--- src/hdl/bpvc_pkg.sv ---
// Shared types and constants for the base proportional velocity controller.
// No dependencies; used by bpvc_scale_clamp and the top level.
package bpvc_pkg;

  // Field widths
  localparam int OFFSET_W     = 32;
  localparam int YAW_W        = 19;
  localparam int VEL_W        = 32;
  localparam int GAIN_W       = 16;
  localparam int LIMIT_W      = 31;
  localparam int THR_BASE_W   = 16;
  localparam int DWELL_W      = 16;

  // Configuration port
  localparam int CFG_IDX_W    = 3;
  localparam int CFG_DATA_W   = 31;

  // Stream word widths (padded to whole bytes)
  localparam int S_TDATA_W    = 88;
  localparam int M_TDATA_W    = 96;

  typedef enum logic [CFG_IDX_W-1:0] {
    CFG_GAIN_X     = 3'd0,
    CFG_GAIN_Y     = 3'd1,
    CFG_GAIN_YAW   = 3'd2,
    CFG_MAX_LIN    = 3'd3,
    CFG_MAX_ANG    = 3'd4,
    CFG_DIST_THR   = 3'd5,
    CFG_YAW_THR    = 3'd6,
    CFG_DWELL      = 3'd7
  } cfg_idx_e;

  // Register reset values
  localparam logic [GAIN_W-1:0]     GAIN_RST     = 16'd128;    // 0.5 in Q8.8
  localparam logic [LIMIT_W-1:0]    MAX_LIN_RST  = 31'd16384;  // 0.25 in Q16
  localparam logic [LIMIT_W-1:0]    MAX_ANG_RST  = 31'd39322;  // 0.6 in Q16
  localparam logic [THR_BASE_W-1:0] DIST_THR_RST = 16'd164;    // 0.0025 in Q16
  localparam logic [THR_BASE_W-1:0] YAW_THR_RST  = 16'd2621;   // 0.04 in Q16
  localparam logic [DWELL_W-1:0]    DWELL_RST    = 16'd50;

endpackage

--- src/hdl/bpvc_scale_clamp.sv ---
// One axis of the controller: offset times Q8.8 gain, floored, clamped to +/-limit.
// Depends on bpvc_pkg for widths.
module bpvc_scale_clamp (
  input  logic signed [bpvc_pkg::OFFSET_W-1:0] offset_i,
  input  logic        [bpvc_pkg::GAIN_W-1:0]   gain_i,
  input  logic        [bpvc_pkg::LIMIT_W-1:0]  limit_i,
  output logic signed [bpvc_pkg::VEL_W-1:0]    vel_o
);

  localparam int PROD_W = bpvc_pkg::OFFSET_W + bpvc_pkg::GAIN_W + 1;
  localparam int QUOT_W = PROD_W - 8;

  logic signed [PROD_W-1:0] prod;
  logic signed [QUOT_W-1:0] quot;
  logic signed [QUOT_W-1:0] lim_pos;
  logic signed [QUOT_W-1:0] lim_neg;

  // gain is unsigned: zero bit on top keeps the product signed
  assign prod    = offset_i * $signed({1'b0, gain_i});
  // arithmetic shift by 8 = floor division by 256
  assign quot    = $signed(prod[PROD_W-1:8]);
  assign lim_pos = $signed({{(QUOT_W - bpvc_pkg::LIMIT_W){1'b0}}, limit_i});
  assign lim_neg = -lim_pos;

  always_comb begin
    priority if (quot > lim_pos) begin
      vel_o = lim_pos[bpvc_pkg::VEL_W-1:0];
    end else if (quot < lim_neg) begin
      vel_o = lim_neg[bpvc_pkg::VEL_W-1:0];
    end else begin
      vel_o = quot[bpvc_pkg::VEL_W-1:0];
    end
  end

endmodule
--- config.mk ---
export PLATFORM = sky130hd
export DESIGN_NAME = bpvc_scale_clamp
export DESIGN_NICKNAME = d
export VERILOG_FILES = /design/src/hdl/bpvc_pkg.sv /design/src/hdl/bpvc_scale_clamp.sv
export SDC_FILE = /design/constraint.sdc
export NUM_CORES = 1
export LEC_CHECK = 0
export BUFFER_PORTS_ARGS = -buffer_cell sky130_fd_sc_hd__buf_2
export CAP_MARGIN = 20
export CORE_AREA = 2 2 220 222
export DETAILED_ROUTE_END_ITERATION = 16
export DIE_AREA = 0 0 222 224
export GPL_ROUTABILITY_DRIVEN = 0
export PLACE_DENSITY = 0.65
export SYNTH_ARGS = -nofsm -noshare
export SYNTH_HDL_FRONTEND = slang
export SYNTH_SLANG_ARGS = --single-unit
--- constraint.sdc ---
create_clock -name vclk -period 18.5
set_input_delay 3.7 -clock vclk [all_inputs]
set_output_delay 3.7 -clock vclk [all_outputs]
set_load 0.005 [all_outputs]
==> Flow_metrics.wiki <==
{| class="wikitable"
! Metric !! Value
|-
| Post-Synthesis Cell Area || 21100 µm²
|-
| Synth cell types || 72
|-
| ANT nets after route || 0
|-
| Post-CTS Resized || 0
|-
| Die height || between 200 and 250 µm
|-
| Count of maximum capacitance violations || 0
|-
| Upper clock frequency limit || about 57 MHz
|-
| Die Width || 222 µm
|-
| Number of warnings printed during yosys synthesis || 0
|-
| Post-synthesis net count || 3251
|-
| Final hold viol count || 0
|-
| Number of global-route vias before repair || approximately 19000
|-
| Core Rows || 80
|-
| Post CTS Setup Buffer Count || 0
|-
| Count of vias placed by the detailed router || 16600
|-
| Syn avg cell area || 8.42 µm²
|-
| Peak per-stage delay on the critical path || 0.69 ns
|-
| Syn Inst Count || 2502
|-
| Rel. slew slack || between 30 and 40%
|-
| Die Outline Area || 49700 µm²
|-
| Area taken by flip-flops and latches || 0 µm²
|-
| Number of DRC markers in iteration 0 || 1007
|-
| Setup repair after global routing missed its margin || false
|-
| Final Setup Violations || 0
|-
| Sum Neg Setup Slack || 0 ns
|-
| Antenna violations before repair || 1
|-
| Worst min path class || input pin to primary output
|-
| Clock buffer instance count of the final layout || 0
|-
| Hold path depth || 4
|-
| Hold wc startpoint || limit_i[25]
|-
| Total routing usage reported by global routing || 23.4%
|-
| Area of the core || approximately 47000 µm²
|-
| Global-route wire length before repair || 94.4 mm
|-
| Post-detailed-routing wire length || roughly 55 mm
|-
| Worst-path cell with the longest stage delay || sky130_fd_sc_hd__nor4_1
|-
| Wire length per cell after detailed routing || 17.7 µm
|-
| WP data required || about 15 ns
|-
| Critical path data arrival time || 13.73 ns
|-
| Number of buffers inserted by port buffering || 111
|-
| Fin crit period || 17.43 ns
|-
| Residual DRC count || 0
|-
| Max-slew violation count || 0
|-
| Final period utilization || 94.2%
|-
| Total of hold buffers inserted after clock tree synthesis || 0
|-
| Dpl hpwl || between 40 and 50 mm
|-
| Number of flip-flops and latches || 0
|-
| Maximum number of pins on one net before global-route repair || 63
|-
| Total global routing overflow || 0
|-
| Cell repeated most along the worst path || sky130_fd_sc_hd__fa_1
|-
| Via-per-instance ratio || 5.33
|-
| Slew of the pin with the lowest slew margin || 0.899 ns
|-
| Hold endpoint || vel_o[25]
|-
| Layout cell share with drive strength beyond 1 || 5.43%
|-
| Initial core utilization || 44.5%
|-
| Register area share after synthesis || 0%
|-
| Type of element capturing the critical path || primary output
|-
| Critical path class || input pin to primary output
|-
| Area delta synth->final || 4.23%
|-
| Status || completed
|-
| Fill cell instance count of the final layout || 4617
|-
| Number of diodes || 0
|-
| Net count of the finished layout || 3257
|-
| Largest fanout on the critical path || 62
|-
| Kind of start point of the critical path || input pin
|-
| First-pass DRT Iterations || 6
|-
| I/O pin count || 111
|}
## stage by stage
| step | area [µm²] | cells | utilization [%] | setup slack, ns | hold WS (ns) |
|---|---|---|---|---|---|
| floorplan | 21100 | 2502 | - | 3.36 | 7.51 |
| global placement | 21900 | 3120 | 46.4 | 1.14 | 7.75 |
| detailed placement | 22000 | 3121 | 46.4 | 1.20 | 7.75 |
| CTS | 22000 | 3121 | 46.4 | 1.16 | 7.76 |
| global route | 22000 | 3121 | 46.4 | 0.591 | 7.78 |
| finish | 22000 | 3121 | 46.4 | 1.07 | 7.75 |
## placed cells by master, fill, tap and decap left out, drive strengths merged, types with 4 or more instances in the layout
master and count:
nor2 58, o21a 12, inv 614, o21ai 46, mux2i 16, o221ai 4, nand3 21, nand2b 5
xnor2 61, nand4 23, or3 11, o21bai 7, nor4 6, nor2b 8, fa 487, xor2 15
a21oi 49, nand2 365, o211ai 6, nor3 32, a22oi 14, ha 183, a21boi 4, o31ai 5
a21o 26, and2 220, buf 112, a31oi 23, a211oi 9, or2 21, and3 11
## worst max path at each step
stage	start	end	slack, ns	cells past startpoint
after global routing	gain_i[8]	vel_o[2]	0.59	37
after floorplan	gain_i[8]	vel_o[24]	3.36	36
after CTS	gain_i[8]	vel_o[2]	1.16	35
final	gain_i[8]	vel_o[2]	1.07	35
after global placement	gain_i[8]	vel_o[26]	1.14	35
after detailed placement	gain_i[8]	vel_o[2]	1.20	35
## layout make-up
type / count / area [µm²] / area share, %
multi-input cells: 1780 / 18300 / 83.4
repair buffers: 112 / 576 / 2.62
inverters: 614 / 2300 / 10.5
well taps: 615 / 769 / 3.50
## critical path: cells and delay by family
| family | cells | cell delay, ns |
|---|---|---|
| AOI/OAI and AO/OA | 10 | 1.62 |
| buffers and inverters | 5 | 0.86 |
| and+or+nand+nor | 9 | 2.16 |
| xor gates and xnor gates | 1 | 0.43 |
| muxes | 2 | 1.02 |
| adders and majority gates | 8 | 3.87 |
## synth_stat cells, types with 5 or more instances
cell type | instances | share of area [%]
sky130_fd_sc_hd__o21bai_1 | 6 | 0.21
sky130_fd_sc_hd__xnor2_1 | 61 | 2.5
sky130_fd_sc_hd__and3_1 | 11 | 0.33
sky130_fd_sc_hd__o211ai_1 | 6 | 0.21
sky130_fd_sc_hd__or3_1 | 10 | 0.30
sky130_fd_sc_hd__nand4_1 | 22 | 0.65
sky130_fd_sc_hd__a22oi_1 | 14 | 0.50
sky130_fd_sc_hd__o21ai_0 | 40 | 0.95
sky130_fd_sc_hd__ha_1 | 183 | 11
sky130_fd_sc_hd__o21a_1 | 12 | 0.43
sky130_fd_sc_hd__mux2i_1 | 16 | 0.76
sky130_fd_sc_hd__o21ai_1 | 6 | 0.14
sky130_fd_sc_hd__nand3_1 | 21 | 0.50
sky130_fd_sc_hd__a31oi_1 | 23 | 0.68
sky130_fd_sc_hd__nand2b_1 | 5 | 0.15
sky130_fd_sc_hd__or2_1 | 7 | 0.21
sky130_fd_sc_hd__nor2_1 | 57 | 1.0
sky130_fd_sc_hd__buf_2 | 9 | 0.21
sky130_fd_sc_hd__inv_1 | 612 | 11
sky130_fd_sc_hd__nor2b_1 | 8 | 0.24
sky130_fd_sc_hd__a21o_1 | 26 | 0.93
sky130_fd_sc_hd__and2_1 | 220 | 6.5
sky130_fd_sc_hd__or2_0 | 11 | 0.33
sky130_fd_sc_hd__nor3_1 | 31 | 0.74
sky130_fd_sc_hd__a211oi_1 | 7 | 0.25
sky130_fd_sc_hd__a21oi_1 | 49 | 1.2
sky130_fd_sc_hd__fa_1 | 487 | 46
sky130_fd_sc_hd__nand2_1 | 365 | 6.5
sky130_fd_sc_hd__xor2_1 | 15 | 0.62
sky130_fd_sc_hd__clkbuf_1 | 91 | 1.6
## layer usage
layer | vias up | GRT usage [%] | share of wire (%)
met5 | - | 0 | 0.025
met4 | 2 | 6.23 | 2.7
met3 | 104 | 1.42 | 4.2
met2 | 479 | 45.1 | 53
met1 | 8521 | 28.2 | 40
li1 | 7514 | - | -
## cell families (layout without fill, tap and decap cells)
family / Yosys count / in the layout / synth area share [%]
fa+ha+maj: 670 / 670 / 57.1
simple gates: 787 / 787 / 18.3
compound gates: 229 / 229 / 7.41
xor+xnor: 76 / 76 / 3.16
buf+inv: 722 / 726 / 13.1
mux: 18 / 18 / 0.884
Power is left out: the tool's default activity adds up to more than one toggle a clock period on the data nets, which glitch-free logic cannot reach.
